<file path="config.mk">
export PLATFORM = sky130hd
export DESIGN_NAME = confusion_matrix_macro_f1_unit_flat
export DESIGN_NICKNAME = d
export VERILOG_FILES = /design/src/design/cmf1_pkg.sv /design/src/design/cmf1_in_if.sv /design/src/design/cmf1_out_if.sv /design/src/design/cmf1_ram.sv /design/src/design/confusion_matrix_macro_f1_unit.sv /design/src/flat_wrapper.sv
export SDC_FILE = /design/constraint.sdc
export NUM_CORES = 2
export LEC_CHECK = 0
export BUFFER_PORTS_ARGS = -buffer_cell sky130_fd_sc_hd__buf_2
export CAP_MARGIN = 20
export CORE_ASPECT_RATIO = 0.75
export CORE_MARGIN = 4
export CORE_UTILIZATION = 40
export CTS_BUF_LIST = sky130_fd_sc_hd__clkbuf_16
export DETAILED_ROUTE_END_ITERATION = 12
export GPL_ROUTABILITY_DRIVEN = 0
export PLACE_DENSITY_LB_ADDON = 0.12
export SYNTH_ARGS = -nofsm -noshare
export SYNTH_HDL_FRONTEND = slang
export SYNTH_SLANG_ARGS = --single-unit
</file>
<file path="constraint.sdc">
create_clock -name clk -period 7.8 [get_ports clk]
set_input_delay 0.39 -clock clk [delete_from_list [all_inputs] [get_ports clk]]
set_output_delay 0.39 -clock clk [all_outputs]
set_load 0.02 [all_outputs]
</file>
<file path="src/design/cmf1_pkg.sv">
`timescale 1ns / 1ps
// Package for the macro-F1 confusion-matrix unit.
// Shared constants for the interfaces and top level; no dependencies.
package cmf1_pkg;
    localparam int MAX_CLASSES       = 16;
    localparam int COUNT_BITS        = 32;
    localparam int SCORE_FRAC_BITS   = 16;
    localparam int CLASS_BITS        = 4;
    localparam int CFG_BITS          = 5;
    localparam int TOTAL_BITS        = 32;
    localparam int MIN_CLASSES       = 2;
    localparam logic [CFG_BITS-1:0] CLASS_COUNT_RESET = 5'd16;
    localparam logic [TOTAL_BITS-1:0] TOTAL_MAX       = 32'hFFFF_FFFF;
endpackage

</file>
<file path="src/design/cmf1_in_if.sv">
`timescale 1ns / 1ps
// Request channel of the macro-F1 unit: one classification per request.
// Depends on cmf1_pkg.
interface cmf1_in_if;
    logic                            valid;
    logic                            ready;
    logic [cmf1_pkg::CLASS_BITS-1:0] true_class;
    logic [cmf1_pkg::CLASS_BITS-1:0] predicted_class;
    logic                            last;

    modport source (output valid, true_class, predicted_class, last, input ready);
    modport sink   (input valid, true_class, predicted_class, last, output ready);
endinterface

</file>
<file path="src/design/cmf1_out_if.sv">
`timescale 1ns / 1ps
// Result channel of the macro-F1 unit: one score per batch.
// Depends on cmf1_pkg.
interface cmf1_out_if #(
    parameter int FRAC_BITS = cmf1_pkg::SCORE_FRAC_BITS
);
    logic                            valid;
    logic                            ready;
    logic [FRAC_BITS:0]              macro_f1;
    logic [cmf1_pkg::TOTAL_BITS-1:0] sample_total;

    modport source (output valid, macro_f1, sample_total, input ready);
    modport sink   (input valid, macro_f1, sample_total, output ready);
endinterface

</file>
<file path="src/design/cmf1_ram.sv">
`timescale 1ns / 1ps
// Generic single-write, single-read RAM with registered read data.
// No dependencies.
module cmf1_ram #(
    parameter int WIDTH = 32,
    parameter int DEPTH = 16
) (
    input  logic                     clk,
    input  logic                     we,
    input  logic [$clog2(DEPTH)-1:0] waddr,
    input  logic [WIDTH-1:0]         wdata,
    input  logic [$clog2(DEPTH)-1:0] raddr,
    output logic [WIDTH-1:0]         rdata
);
    logic [WIDTH-1:0] mem [DEPTH];

    always_ff @(posedge clk)
    begin
        if (we)
        begin
            mem[waddr] <= wdata;
        end
        rdata <= mem[raddr];
    end
endmodule

</file>
<file path="src/design/confusion_matrix_macro_f1_unit.sv">
`timescale 1ns / 1ps
// Macro-F1 over a confusion matrix. Depends on cmf1_pkg, cmf1_in_if, cmf1_out_if, cmf1_ram.
// Throughput: one recorded request per cycle while ready is high (RAM read, then modify/write
// with forwarding). A last request blocks input: its write, then per class address and load
// plus SCORE_FRAC_BITS+1 divider steps when TP is nonzero, then a start and SCORE_FRAC_BITS+1+
// $clog2(MAX_CLASSES+1) average steps (shared divider), then the result load once it is free.
// Reset (async, rst_n low): all counts read as zero, class_count = 16, no result pending.
module confusion_matrix_macro_f1_unit #(
    parameter int MAX_CLASSES     = cmf1_pkg::MAX_CLASSES,
    parameter int COUNT_BITS      = cmf1_pkg::COUNT_BITS,
    parameter int SCORE_FRAC_BITS = cmf1_pkg::SCORE_FRAC_BITS
) (
    input  logic                          clk,
    input  logic                          rst_n,
    input  logic                          cfg_wr_en,
    input  logic [cmf1_pkg::CFG_BITS-1:0] cfg_wr_data,
    cmf1_in_if.sink                       req,
    cmf1_out_if.source                    res
);
    // Widths derived from the parameters.
    localparam int AW   = (MAX_CLASSES > 1) ? $clog2(MAX_CLASSES) : 1;   // class address
    localparam int NW   = $clog2(MAX_CLASSES + 1);                        // class count
    localparam int CMPW = (NW > cmf1_pkg::CLASS_BITS) ? NW : cmf1_pkg::CLASS_BITS;
    localparam int EW   = (NW > cmf1_pkg::CFG_BITS) ? NW : cmf1_pkg::CFG_BITS;
    localparam int DW   = COUNT_BITS + 2;                 // divisor / remainder
    localparam int QF   = SCORE_FRAC_BITS + 1;            // score width
    localparam int SUMW = QF + NW;                        // sum of scores
    localparam int CW   = $clog2(SUMW + 1);               // divider step count
    localparam int TOTW = (COUNT_BITS > cmf1_pkg::TOTAL_BITS) ? COUNT_BITS
                                                              : cmf1_pkg::TOTAL_BITS;
    localparam logic [COUNT_BITS-1:0] CNT_MAX = {COUNT_BITS{1'b1}};

    // Report sequencer codes.
    localparam logic [2:0] ST_RUN    = 3'd0;  // recording requests
    localparam logic [2:0] ST_ADDR   = 3'd1;  // present class address to RAMs
    localparam logic [2:0] ST_LOAD   = 3'd2;  // read data back, start per-class divide
    localparam logic [2:0] ST_F1DIV  = 3'd3;  // per-class F1 divide steps
    localparam logic [2:0] ST_AVG    = 3'd4;  // start average divide
    localparam logic [2:0] ST_AVGDIV = 3'd5;  // average divide steps
    localparam logic [2:0] ST_DONE   = 3'd6;  // hand result over, clear counts

    logic [2:0] state_reg, state_next;

    // ---------------------------------------------------------------
    // Configuration and effective class count (clamped to 2..MAX).
    // ---------------------------------------------------------------
    logic [cmf1_pkg::CFG_BITS-1:0] class_count_reg;
    logic [EW-1:0]                 cc_ext;
    logic [NW-1:0]                 n_eff;

    always_ff @(posedge clk or negedge rst_n)
    begin
        if (!rst_n)
        begin
            class_count_reg <= cmf1_pkg::CLASS_COUNT_RESET;
        end
        else if (cfg_wr_en)
        begin
            class_count_reg <= cfg_wr_data;
        end
    end

    always_comb
    begin
        cc_ext = EW'(class_count_reg);
        if (cc_ext < EW'(cmf1_pkg::MIN_CLASSES))
        begin
            n_eff = NW'(cmf1_pkg::MIN_CLASSES);
        end
        else if (cc_ext > EW'(MAX_CLASSES))
        begin
            n_eff = NW'(MAX_CLASSES);
        end
        else
        begin
            n_eff = cc_ext[NW-1:0];
        end
    end

    // ---------------------------------------------------------------
    // Stage 0: accept request, issue RAM reads.
    // Only the diagonal cells feed the score, so the matrix is kept as
    // its diagonal (tp) plus the row and column totals.
    // ---------------------------------------------------------------
    logic          s1_valid_reg, s1_rec_reg, s1_last_reg;
    logic [AW-1:0] s1_t_reg, s1_p_reg;
    logic [CMPW-1:0] t_ext, p_ext;
    logic            req_rec, req_fire;

    assign req.ready = (state_reg == ST_RUN) && !(s1_valid_reg && s1_last_reg);
    assign req_fire  = req.valid && req.ready;
    assign t_ext     = CMPW'(req.true_class);
    assign p_ext     = CMPW'(req.predicted_class);
    assign req_rec   = (t_ext < CMPW'(n_eff)) && (p_ext < CMPW'(n_eff));

    always_ff @(posedge clk or negedge rst_n)
    begin
        if (!rst_n)
        begin
            s1_valid_reg <= 1'b0;
            s1_rec_reg   <= 1'b0;
            s1_last_reg  <= 1'b0;
        end
        else
        begin
            s1_valid_reg <= req_fire;
            s1_rec_reg   <= req_fire && req_rec;
            s1_last_reg  <= req_fire && req.last;
        end
    end

    always_ff @(posedge clk)
    begin
        if (req_fire)
        begin
            s1_t_reg <= t_ext[AW-1:0];
            s1_p_reg <= p_ext[AW-1:0];
        end
    end

    // ---------------------------------------------------------------
    // Count RAMs: diagonal, row totals, column totals.
    // ---------------------------------------------------------------
    logic [AW-1:0]         rpt_c_reg, rpt_c_next;
    logic [AW-1:0]         tp_raddr, row_raddr, col_raddr;
    logic [COUNT_BITS-1:0] tp_rdata, row_rdata, col_rdata;
    logic                  tp_we, row_we, col_we;
    logic [COUNT_BITS-1:0] tp_wdata, row_wdata, col_wdata;

    always_comb
    begin
        if (state_reg == ST_RUN)
        begin
            tp_raddr  = t_ext[AW-1:0];
            row_raddr = t_ext[AW-1:0];
            col_raddr = p_ext[AW-1:0];
        end
        else
        begin
            tp_raddr  = rpt_c_reg;
            row_raddr = rpt_c_reg;
            col_raddr = rpt_c_reg;
        end
    end

    cmf1_ram #(.WIDTH(COUNT_BITS), .DEPTH(MAX_CLASSES)) u_tp_ram (
        .clk(clk), .we(tp_we), .waddr(s1_t_reg), .wdata(tp_wdata),
        .raddr(tp_raddr), .rdata(tp_rdata)
    );
    cmf1_ram #(.WIDTH(COUNT_BITS), .DEPTH(MAX_CLASSES)) u_row_ram (
        .clk(clk), .we(row_we), .waddr(s1_t_reg), .wdata(row_wdata),
        .raddr(row_raddr), .rdata(row_rdata)
    );
    cmf1_ram #(.WIDTH(COUNT_BITS), .DEPTH(MAX_CLASSES)) u_col_ram (
        .clk(clk), .we(col_we), .waddr(s1_p_reg), .wdata(col_wdata),
        .raddr(col_raddr), .rdata(col_rdata)
    );

    // Per-entry valid bits: a cleared entry reads as zero.
    logic [MAX_CLASSES-1:0] tp_vld_reg, row_vld_reg, col_vld_reg;
    // Forwarding of the write done at the same edge as the current read.
    logic                  tp_fw_v_reg, row_fw_v_reg, col_fw_v_reg;
    logic [AW-1:0]         tp_fw_a_reg, row_fw_a_reg, col_fw_a_reg;
    logic [COUNT_BITS-1:0] tp_fw_d_reg, row_fw_d_reg, col_fw_d_reg;
    logic [COUNT_BITS-1:0] batch_reg;
    logic                  clear_all;

    // ---------------------------------------------------------------
    // Stage 1: modify and write back.
    // ---------------------------------------------------------------
    logic [COUNT_BITS-1:0] tp_old, row_old, col_old;
    logic                  s1_diag;

    assign s1_diag = (s1_t_reg == s1_p_reg);

    always_comb
    begin
        if (tp_fw_v_reg && (tp_fw_a_reg == s1_t_reg))
        begin
            tp_old = tp_fw_d_reg;
        end
        else
        begin
            tp_old = tp_vld_reg[s1_t_reg] ? tp_rdata : '0;
        end
        if (row_fw_v_reg && (row_fw_a_reg == s1_t_reg))
        begin
            row_old = row_fw_d_reg;
        end
        else
        begin
            row_old = row_vld_reg[s1_t_reg] ? row_rdata : '0;
        end
        if (col_fw_v_reg && (col_fw_a_reg == s1_p_reg))
        begin
            col_old = col_fw_d_reg;
        end
        else
        begin
            col_old = col_vld_reg[s1_p_reg] ? col_rdata : '0;
        end
    end

    assign row_we    = s1_rec_reg;
    assign col_we    = s1_rec_reg;
    assign tp_we     = s1_rec_reg && s1_diag;
    assign tp_wdata  = (tp_old == CNT_MAX) ? CNT_MAX : tp_old + 1'b1;
    assign row_wdata = (row_old == CNT_MAX) ? CNT_MAX : row_old + 1'b1;
    assign col_wdata = (col_old == CNT_MAX) ? CNT_MAX : col_old + 1'b1;

    always_ff @(posedge clk or negedge rst_n)
    begin
        if (!rst_n)
        begin
            tp_vld_reg   <= '0;
            row_vld_reg  <= '0;
            col_vld_reg  <= '0;
            tp_fw_v_reg  <= 1'b0;
            row_fw_v_reg <= 1'b0;
            col_fw_v_reg <= 1'b0;
            batch_reg    <= '0;
        end
        else if (clear_all)
        begin
            tp_vld_reg   <= '0;
            row_vld_reg  <= '0;
            col_vld_reg  <= '0;
            tp_fw_v_reg  <= 1'b0;
            row_fw_v_reg <= 1'b0;
            col_fw_v_reg <= 1'b0;
            batch_reg    <= '0;
        end
        else
        begin
            tp_fw_v_reg  <= tp_we;
            row_fw_v_reg <= row_we;
            col_fw_v_reg <= col_we;
            if (tp_we)
            begin
                tp_vld_reg[s1_t_reg] <= 1'b1;
            end
            if (row_we)
            begin
                row_vld_reg[s1_t_reg] <= 1'b1;
            end
            if (col_we)
            begin
                col_vld_reg[s1_p_reg] <= 1'b1;
            end
            if (s1_rec_reg && (batch_reg != CNT_MAX))
            begin
                batch_reg <= batch_reg + 1'b1;
            end
        end
    end

    always_ff @(posedge clk)
    begin
        tp_fw_a_reg  <= s1_t_reg;
        tp_fw_d_reg  <= tp_wdata;
        row_fw_a_reg <= s1_t_reg;
        row_fw_d_reg <= row_wdata;
        col_fw_a_reg <= s1_p_reg;
        col_fw_d_reg <= col_wdata;
    end

    // ---------------------------------------------------------------
    // Report: walk the classes through one shared restoring divider.
    // F1: remainder starts at TP, zeros shifted in, QF steps gives
    //     floor(2*TP*2^F / (TP+row+col)).
    // Average: remainder starts at 0, sum shifted in, SUMW steps.
    // ---------------------------------------------------------------
    logic [DW-1:0]   div_rem_reg, div_rem_next;
    logic [DW-1:0]   div_den_reg, div_den_next;
    logic [SUMW-1:0] div_num_reg, div_num_next;
    logic [SUMW-1:0] div_q_reg, div_q_next;
    logic [CW-1:0]   div_cnt_reg, div_cnt_next;
    logic [SUMW-1:0] sum_reg, sum_next;
    logic [QF-1:0]   score_reg, score_next;

    logic [DW:0]     step_rem2;
    logic            step_ge;
    logic [DW-1:0]   step_rem;
    logic [SUMW-1:0] step_q;
    logic            step_done;

    logic [COUNT_BITS-1:0] rd_tp, rd_row, rd_col;
    logic                  rpt_last_class;

    assign step_rem2 = {div_rem_reg, div_num_reg[SUMW-1]};
    assign step_ge   = (step_rem2 >= {1'b0, div_den_reg});
    assign step_rem  = step_ge ? DW'(step_rem2 - {1'b0, div_den_reg}) : step_rem2[DW-1:0];
    assign step_q    = {div_q_reg[SUMW-2:0], step_ge};
    assign step_done = (div_cnt_reg == CW'(1));

    assign rd_tp  = tp_vld_reg[rpt_c_reg]  ? tp_rdata  : '0;
    assign rd_row = row_vld_reg[rpt_c_reg] ? row_rdata : '0;
    assign rd_col = col_vld_reg[rpt_c_reg] ? col_rdata : '0;
    assign rpt_last_class = ({1'b0, rpt_c_reg} == (AW + 1)'(n_eff - 1'b1));

    always_comb
    begin
        state_next   = state_reg;
        rpt_c_next   = rpt_c_reg;
        div_rem_next = div_rem_reg;
        div_den_next = div_den_reg;
        div_num_next = div_num_reg;
        div_q_next   = div_q_reg;
        div_cnt_next = div_cnt_reg;
        sum_next     = sum_reg;
        score_next   = score_reg;
        clear_all    = 1'b0;
        unique case (state_reg)
            ST_RUN:
            begin
                if (s1_valid_reg && s1_last_reg)
                begin
                    state_next = ST_ADDR;
                    rpt_c_next = '0;
                    sum_next   = '0;
                end
            end
            ST_ADDR:
            begin
                state_next = ST_LOAD;
            end
            ST_LOAD:
            begin
                if (rd_tp == '0)
                begin
                    // No true positives: score is zero, no divide.
                    if (rpt_last_class)
                    begin
                        state_next = ST_AVG;
                    end
                    else
                    begin
                        rpt_c_next = rpt_c_reg + 1'b1;
                        state_next = ST_ADDR;
                    end
                end
                else
                begin
                    div_rem_next = DW'(rd_tp);
                    div_den_next = DW'(rd_tp) + DW'(rd_row) + DW'(rd_col);
                    div_num_next = '0;
                    div_q_next   = '0;
                    div_cnt_next = CW'(QF);
                    state_next   = ST_F1DIV;
                end
            end
            ST_F1DIV:
            begin
                div_rem_next = step_rem;
                div_num_next = {div_num_reg[SUMW-2:0], 1'b0};
                div_q_next   = step_q;
                div_cnt_next = div_cnt_reg - 1'b1;
                if (step_done)
                begin
                    sum_next = sum_reg + SUMW'(step_q[QF-1:0]);
                    if (rpt_last_class)
                    begin
                        state_next = ST_AVG;
                    end
                    else
                    begin
                        rpt_c_next = rpt_c_reg + 1'b1;
                        state_next = ST_ADDR;
                    end
                end
            end
            ST_AVG:
            begin
                div_rem_next = '0;
                div_den_next = DW'(n_eff);
                div_num_next = sum_reg;
                div_q_next   = '0;
                div_cnt_next = CW'(SUMW);
                state_next   = ST_AVGDIV;
            end
            ST_AVGDIV:
            begin
                div_rem_next = step_rem;
                div_num_next = {div_num_reg[SUMW-2:0], 1'b0};
                div_q_next   = step_q;
                div_cnt_next = div_cnt_reg - 1'b1;
                if (step_done)
                begin
                    score_next = step_q[QF-1:0];
                    state_next = ST_DONE;
                end
            end
            ST_DONE:
            begin
                // Wait for a free result register, then clear the batch.
                if (!res.valid || res.ready)
                begin
                    clear_all  = 1'b1;
                    state_next = ST_RUN;
                end
            end
            default:
            begin
                state_next = ST_RUN;
            end
        endcase
    end

    always_ff @(posedge clk or negedge rst_n)
    begin
        if (!rst_n)
        begin
            state_reg <= ST_RUN;
        end
        else
        begin
            state_reg <= state_next;
        end
    end

    always_ff @(posedge clk)
    begin
        rpt_c_reg   <= rpt_c_next;
        div_rem_reg <= div_rem_next;
        div_den_reg <= div_den_next;
        div_num_reg <= div_num_next;
        div_q_reg   <= div_q_next;
        div_cnt_reg <= div_cnt_next;
        sum_reg     <= sum_next;
        score_reg   <= score_next;
    end

    // ---------------------------------------------------------------
    // Result register; sample total saturates to the 32-bit field.
    // ---------------------------------------------------------------
    logic                                res_valid_reg;
    logic [QF-1:0]                       res_f1_reg;
    logic [cmf1_pkg::TOTAL_BITS-1:0]     res_total_reg;
    logic [TOTW-1:0]                     batch_ext;
    logic [cmf1_pkg::TOTAL_BITS-1:0]     batch_sat;

    assign batch_ext = TOTW'(batch_reg);
    assign batch_sat = (batch_ext > TOTW'(cmf1_pkg::TOTAL_MAX)) ? cmf1_pkg::TOTAL_MAX
                                                                : batch_ext[cmf1_pkg::TOTAL_BITS-1:0];

    always_ff @(posedge clk or negedge rst_n)
    begin
        if (!rst_n)
        begin
            res_valid_reg <= 1'b0;
        end
        else if (clear_all)
        begin
            res_valid_reg <= 1'b1;
        end
        else if (res.ready)
        begin
            res_valid_reg <= 1'b0;
        end
    end

    always_ff @(posedge clk)
    begin
        if (clear_all)
        begin
            res_f1_reg    <= score_reg;
            res_total_reg <= batch_sat;
        end
    end

    assign res.valid        = res_valid_reg;
    assign res.macro_f1     = res_f1_reg;
    assign res.sample_total = res_total_reg;
endmodule
</file>
<file path="src/flat_wrapper.sv">
// flat-port wrapper written by rule: the top's interface ports become plain ports
module confusion_matrix_macro_f1_unit_flat 
#(
    parameter int MAX_CLASSES     = cmf1_pkg::MAX_CLASSES,
    parameter int COUNT_BITS      = cmf1_pkg::COUNT_BITS,
    parameter int SCORE_FRAC_BITS = cmf1_pkg::SCORE_FRAC_BITS
)
  (clk, rst_n, cfg_wr_en, cfg_wr_data, req_valid, req_true_class, req_predicted_class, req_last, req_ready, res_valid, res_macro_f1, res_sample_total, res_ready);
  cmf1_in_if req_i ();
  cmf1_out_if res_i ();
  input  logic clk;
  input  logic rst_n;
  input  logic cfg_wr_en;
  input  logic [cmf1_pkg::CFG_BITS-1:0] cfg_wr_data;
  input wire logic [$bits(req_i.valid)-1:0] req_valid;
  input wire logic [$bits(req_i.true_class)-1:0] req_true_class;
  input wire logic [$bits(req_i.predicted_class)-1:0] req_predicted_class;
  input wire logic [$bits(req_i.last)-1:0] req_last;
  output wire logic [$bits(req_i.ready)-1:0] req_ready;
  output wire logic [$bits(res_i.valid)-1:0] res_valid;
  output wire logic [$bits(res_i.macro_f1)-1:0] res_macro_f1;
  output wire logic [$bits(res_i.sample_total)-1:0] res_sample_total;
  input wire logic [$bits(res_i.ready)-1:0] res_ready;
  assign req_i.valid = req_valid;
  assign req_i.true_class = req_true_class;
  assign req_i.predicted_class = req_predicted_class;
  assign req_i.last = req_last;
  assign req_ready = req_i.ready;
  assign res_valid = res_i.valid;
  assign res_macro_f1 = res_i.macro_f1;
  assign res_sample_total = res_i.sample_total;
  assign res_i.ready = res_ready;
  confusion_matrix_macro_f1_unit #(.MAX_CLASSES(MAX_CLASSES), .COUNT_BITS(COUNT_BITS), .SCORE_FRAC_BITS(SCORE_FRAC_BITS)) u_core (.clk(clk), .rst_n(rst_n), .cfg_wr_en(cfg_wr_en), .cfg_wr_data(cfg_wr_data), .req(req_i), .res(res_i));
endmodule
</file>
# After elaboration in Yosys (flattened, before gate mapping)
# Memory sizes are Yosys's and may differ from the RTL's. A register that Yosys moved wholly into a read port is not among the register bits.
# Index checks and enable logic that the tools add are counted.
# word_totals
reg_bits	409
n_memories	3
word_cells	186
mem_bits_rw	1536
# mem_list
memory	depth	width	read_ports	rd_clocked_by_memory_dff	write_ports	line_no	source
u_core.u_col_ram.mem	16	32	1	1	1	cmf1_ram.sv:15	logic [WIDTH-1:0] mem [DEPTH];
u_core.u_row_ram.mem	16	32	1	1	1	cmf1_ram.sv:15	
u_core.u_tp_ram.mem	16	32	1	1	1	cmf1_ram.sv:15	
# op_classes
n_eq_ne	21
n_mux	75
n_lt_le_gt_ge	11
n_reduce_logical	33
addsub	11
n_bitwise	3
# ops
operator	count
$mux 32	14
$add 32x1->32 const B	4
$mux 34	3
$pmux 34 s3	1
$eq 32x32->1 const B	3
$mux 16	6
$pmux 34 s2	1
$mux 22	3
$pmux 22 s3	1
$or 16x16->16	3
$pmux 16 s3	1
$pmux 22 s2	1
$ge 35x34->1	1
$add 34x32->34	1
$sub 34x34->34	1
$add 32x32->33	1
$gt 32x32->1 const B	1
$logic_not 32->1	1
$ne 32x32->1 const B	1
$bmux 1 s4	6
$mux 4	6
$add 22x17->22	1
$pmux 3 s7	1
$mux 1	18
other kinds (30)	74

# Logic depth before layout (Yosys ltp)
# logic_depth
ltp_word	8
depth_mapped	31
mapped_depth_nobuf	28

# Modules after synthesis
# Synthesis repeated with hierarchy kept, for this count alone.
# unflattened
cells_unflattened	5139
hier_area_um2	84330.9
# modules_own_cells
module	cells_each	area_per_inst_um2	n_inst
cmf1_ram (u_core.u_col_ram ...)	838	19835.3	2
confusion_matrix_macro_f1_unit	2625	24806.3	1
cmf1_ram (u_core.u_tp_ram)	838	19854.0	1

# Least setup slack after synthesis
# Ideal clock, no wire load.
# synth_timing
kind	register to register
startpoint	register u_core.rpt_c_reg[0]
endpoint	register u_core.div_den_reg[30], data pin
slack_ns	1.443
t_arrival_ns	6.094
t_required_ns	7.537
stages_incl_launch_ff	29
path_cell_list	edfxtp_1 -> buf_2 -> clkbuf_1 -> mux2i_1 -> a221oi_1 -> o21ai_0 -> nand2_1 -> clkbuf_1 -> and2_1 -> ha_1 -> a21o_1 -> or3_1 -> o22ai_1 -> nor2b_1 -> a41oi_1 -> nor2b_1 -> o21ai_0 -> a21oi_1 -> ha_1 -> and4_1 -> a211o_1 -> o221ai_1 -> a41o_1 -> a21oi_1 -> a221oi_1 -> o21ai_0 -> o211a_1 -> o21ai_0 -> o31ai_1
# synth_between
elab_chain_cells	7
# synth_rtl
item	line_no	source
start, declared	confusion_matrix_macro_f1_unit.sv:124	logic [AW-1:0] rpt_c_reg, rpt_c_next;
start signal, assigned	confusion_matrix_macro_f1_unit.sv:423	rpt_c_reg <= rpt_c_next;
$bmux 1 s4 (on tied branches)	confusion_matrix_macro_f1_unit.sv:296, confusion_matrix_macro_f1_unit.sv:297	
$mux 1 (on tied branches)	confusion_matrix_macro_f1_unit.sv:296, confusion_matrix_macro_f1_unit.sv:297	
$mux 32 (on tied branches)	confusion_matrix_macro_f1_unit.sv:296, confusion_matrix_macro_f1_unit.sv:297	
$add 32x32->33	confusion_matrix_macro_f1_unit.sv:345	div_den_next = DW'(rd_tp) + DW'(rd_row) + DW'(rd_col);
$add 34x32->34 *	confusion_matrix_macro_f1_unit.sv:345	
$mux 34 *	confusion_matrix_macro_f1_unit.sv:329	if (rd_tp == '0)
$pmux 34 s2 *	confusion_matrix_macro_f1_unit.sv:313	unique case (state_reg)
end signal, assigned	confusion_matrix_macro_f1_unit.sv:425	div_den_reg <= div_den_next;
end, declared	confusion_matrix_macro_f1_unit.sv:274	logic [DW-1:0] div_den_reg, div_den_next;
# Mark *: on every way between the ends. The rest lies on a longest branch, timed or not. The select of a mux whose other input is x is not followed.
# A chain may end at the register's enable or synchronous reset.

# Worst setup path after layout
# layout_timing
startpoint	register u_core.rpt_c_reg[1]
endpoint	register u_core.div_den_reg[30], data pin
# The elaborated chain is that of the path after synthesis.

==> summary.txt <==
Status
  – Status: finished, final reports clean

Placement
  – DP Worst Slack: 0.559 ns
  – IO Port Bufs: 69
  – Placed wire-length estimate: 132000 um

Floorplan
  – Rows: 146
  – I/O pin count: 70
  – Core area: 212000 sq um
  – Die Area: 222000 sq um
  – Initial Util: 40.4%
  – Chip height: 409 um
  – Die width: 543 um

Critical path
  – FF-to-FF setup slack: 0.61 ns
  – Critical Path End Type: register
  – Worst R2R End: u_core.div_den_reg[30]
  – Worst path slowest cell: edfxtp_1
  – Critical path class: reg -> reg
  – Worst reg2reg path depth: 27
  – Arr. time, crit path: 7.76 ns
  – Worst R2R Start: u_core.rpt_c_reg[1]
  – Setup crit end: u_core.div_den_reg[30]
  – CP Launch Type: register
  – Setup crit start: u_core.rpt_c_reg[1]
  – Crit-path max FO: 28
  – Required time of the critical path: 8.37 ns
  – CP max stage delay: 0.65 ns

Synth
  – EDFF count, synth: 1747
  – Yosys reg bits: 2041
  – Post-synth top cells: edfxtp_1, nand2_1, mux4_2, nor2_1, and2_1
  – Largest family of logic cells by synthesized area: multiplexers
  – Area contributors post-synth: edfxtp_1, mux4_2, dfxtp_1, dfrtp_1, nand2_1
  – Average size of a mapped cell: 15.8 sq um
  – Largest area contributor in the netlist: edfxtp_1
  – Post-synthesis compound-gate area fraction: 6.01%
  – Top-count cell post-synth: edfxtp_1
  – Mux cell area share after synthesis: 11.3%
  – Primary FF master, synth: edfxtp_1
  – Ys async rst share: 4.61%
  – XOR/XNOR Fraction of Synth Area: 2.13%
  – Yosys top cell area share: 61.1%
  – Synth unique cells: 116
  – Sequential share of the synthesized area: 68.5%
  – Synth Area in Adders: 1.97%
  – Simple-gate share of the synthesized area: 8.44%
  – Mapped Area: 85800 sq um
  – Yosys warns: 0
  – Syn Nets: 5584
  – Cells after Synth: 5432

STA
  – Max Clock Freq: 139 MHz
  – RSZ-0062 raised after global routing: no
  – Max Slew Vio Count: 0
  – Final Hold Vio Count: 0
  – Fin crit share: 92.2%
  – Max_slew headroom: 23.1%
  – Slew @ Worst Pin: 1.15 ns
  – Setup TNS: 0 ns
  – Setup WS post-layout: 0.608 ns
  – Min Tclk post-route: 7.19 ns
  – Max Clock Skew: 0.0507 ns
  – Final setup vio count: 0

Flow run
  – Max-cap violations: 0

Global routing
  – First-pass GRT wire length: 337000 um
  – Vias in the first global route: 48.1k
  – Initial antenna violation count: 33
  – Largest net degree at the start of global routing: 129
  – Remaining Overflow, GRT: 0
  – GRT Overall Usage: 20.5%

Clock network
  – Clk root buf: clkbuf_16
  – CTS Sinks: 2041
  – CTS buffer count: 208
  – Worst skew pair latency: 0.85 ns
  – Clock buffer depth: 4
  – TritonCTS clock tree: yes
  – Htree depth: 4
  – Clk slew on worst S/H paths: 0.06 ns

Drt
  – Post-DR wirelength/cell: 26.8 um
  – DRC viols: 0
  – Starting DRT DRC Count: 4944
  – Via-to-Cell Ratio: 5.67
  – Drt first pass iters: 5
  – Final ANT Viol Nets: 0
  – Via count: 48.8k
  – Final wirelength: 231000 um

Final layout
  – Biggest regs: u_core.u_col_ram.mem (512), u_core.u_row_ram.mem (512), u_core.u_tp_ram.mem (512)
  – Final core area utilization: 45.8%
  – Area Overhead vs Synth: 13.3%
  – Final net count: 5764
  – Layout cell share with drive strength beyond 1: 18.5%

Worst hold path
  – Worst hold path class: in -> async
per-stage QoR:
step | hold slack, ns | instances | cell area [sq um]
2_1_floorplan | 0.0944 | 5432 | 85800
3_3_place_gp | 0.402 | 8179 | 90100
3_5_place_dp | 0.405 | 8184 | 90100
4_1_cts | 0.181 | 8585 | 97100
5_1_grt | 0.221 | 8597 | 97200
6_report | 0.222 | 8604 | 97200
logic make-up after synthesis:
logic type,after synthesis
AOI/OAI and AO/OA,780
DFF,2041
adders and majority gates,133
and+or+nand+nor,1481
xor gates and xnor gates,206
buffers and inverters,334
muxes,457
cell type report:
class	instances	area, sq um
Antenna cell	10	25.0
Clock buffer	208	5200
Clock inverter	172	1510
Fill cell	18400	115000
Inverter	73	277
Multi-Input combinational cell	3057	26100
Sequential cell	2041	58800
Tap cell	2812	3520
Timing Repair Buffer	231	1780
critical path, delay by kind of cell, from the launching register on:
family / cells / cell delay [ns]
AOI/OAI and AO/OA: 18 / 4.26
and+or+nand+nor: 5 / 0.90
DFF: 1 / 0.65
adders and majority gates: 2 / 0.65
buffers and inverters: 1 / 0.32
xor gates and xnor gates: 1 / 0.16
layer usage:
layer  track usage, %  vias up  routed length, um
met2             29.0     1586              96600
met4             3.84        4               3990
met3             5.32      279              19100
met5                0        -                 26
met1             31.9    25400             111000
li1                 -    21500                  -
what timing repair did:
action                                 CTS  global route
setup endpoints to repair                0             2
hold buffers                            21             0
endpoints found under the hold margin   56             0
gates resized for setup                  0             1
setup buffers                            0             2
placed cells by master (no fill, tap or decap), types with 21 or more instances in the layout:
| cell | Yosys | routed |
|---|---|---|
| dlygate4sd3_1 | 0 | 21 |
| and2_1 | 210 | 210 |
| or3_1 | 21 | 21 |
| a31oi_1 | 116 | 116 |
| mux2i_1 | 42 | 42 |
| bufinv_16 | 0 | 25 |
| ha_1 | 129 | 129 |
| buf_2 | 54 | 68 |
| edfxtp_1 | 1747 | 1747 |
| o21ai_0 | 139 | 139 |
| a21oi_1 | 169 | 160 |
| xnor2_1 | 102 | 102 |
| nor3_1 | 47 | 33 |
| clkinv_2 | 0 | 49 |
| xor2_1 | 101 | 101 |
| inv_1 | 72 | 108 |
| clkbuf_16 | 0 | 208 |
| a21o_1 | 44 | 42 |
| nor2b_1 | 24 | 23 |
| a211oi_1 | 112 | 112 |
| nor2_1 | 304 | 266 |
| nand2_1 | 514 | 513 |
| and3_1 | 93 | 93 |
| dfxtp_1 | 200 | 200 |
| clkinv_1 | 0 | 37 |
| a22o_1 | 23 | 23 |
| buf_4 | 10 | 128 |
| nand4_1 | 25 | 25 |
| dfrtp_1 | 93 | 93 |
| mux4_2 | 403 | 403 |
| nand3_1 | 113 | 113 |
| nand2b_1 | 37 | 37 |
| nor2_4 | 0 | 40 |
how the worst min path moves through the flow:
stage,startpoint,slack [ns],to
2_1_floorplan,rst_n,0.09,u_core.batch_ext[0]
3_3_place_gp,u_core.score_reg[12],0.40,u_core.res.macro_f1[12]
3_5_place_dp,u_core.score_reg[11],0.40,u_core.res.macro_f1[11]
4_1_cts,req_valid,0.18,u_core.s1_valid_reg
5_1_grt,req_valid,0.22,u_core.s1_valid_reg
6_report,rst_n,0.22,u_core.batch_ext[15]
Power is left out: the tool's default activity adds up to more than one toggle a clock period on the data nets, which glitch-free logic cannot reach.
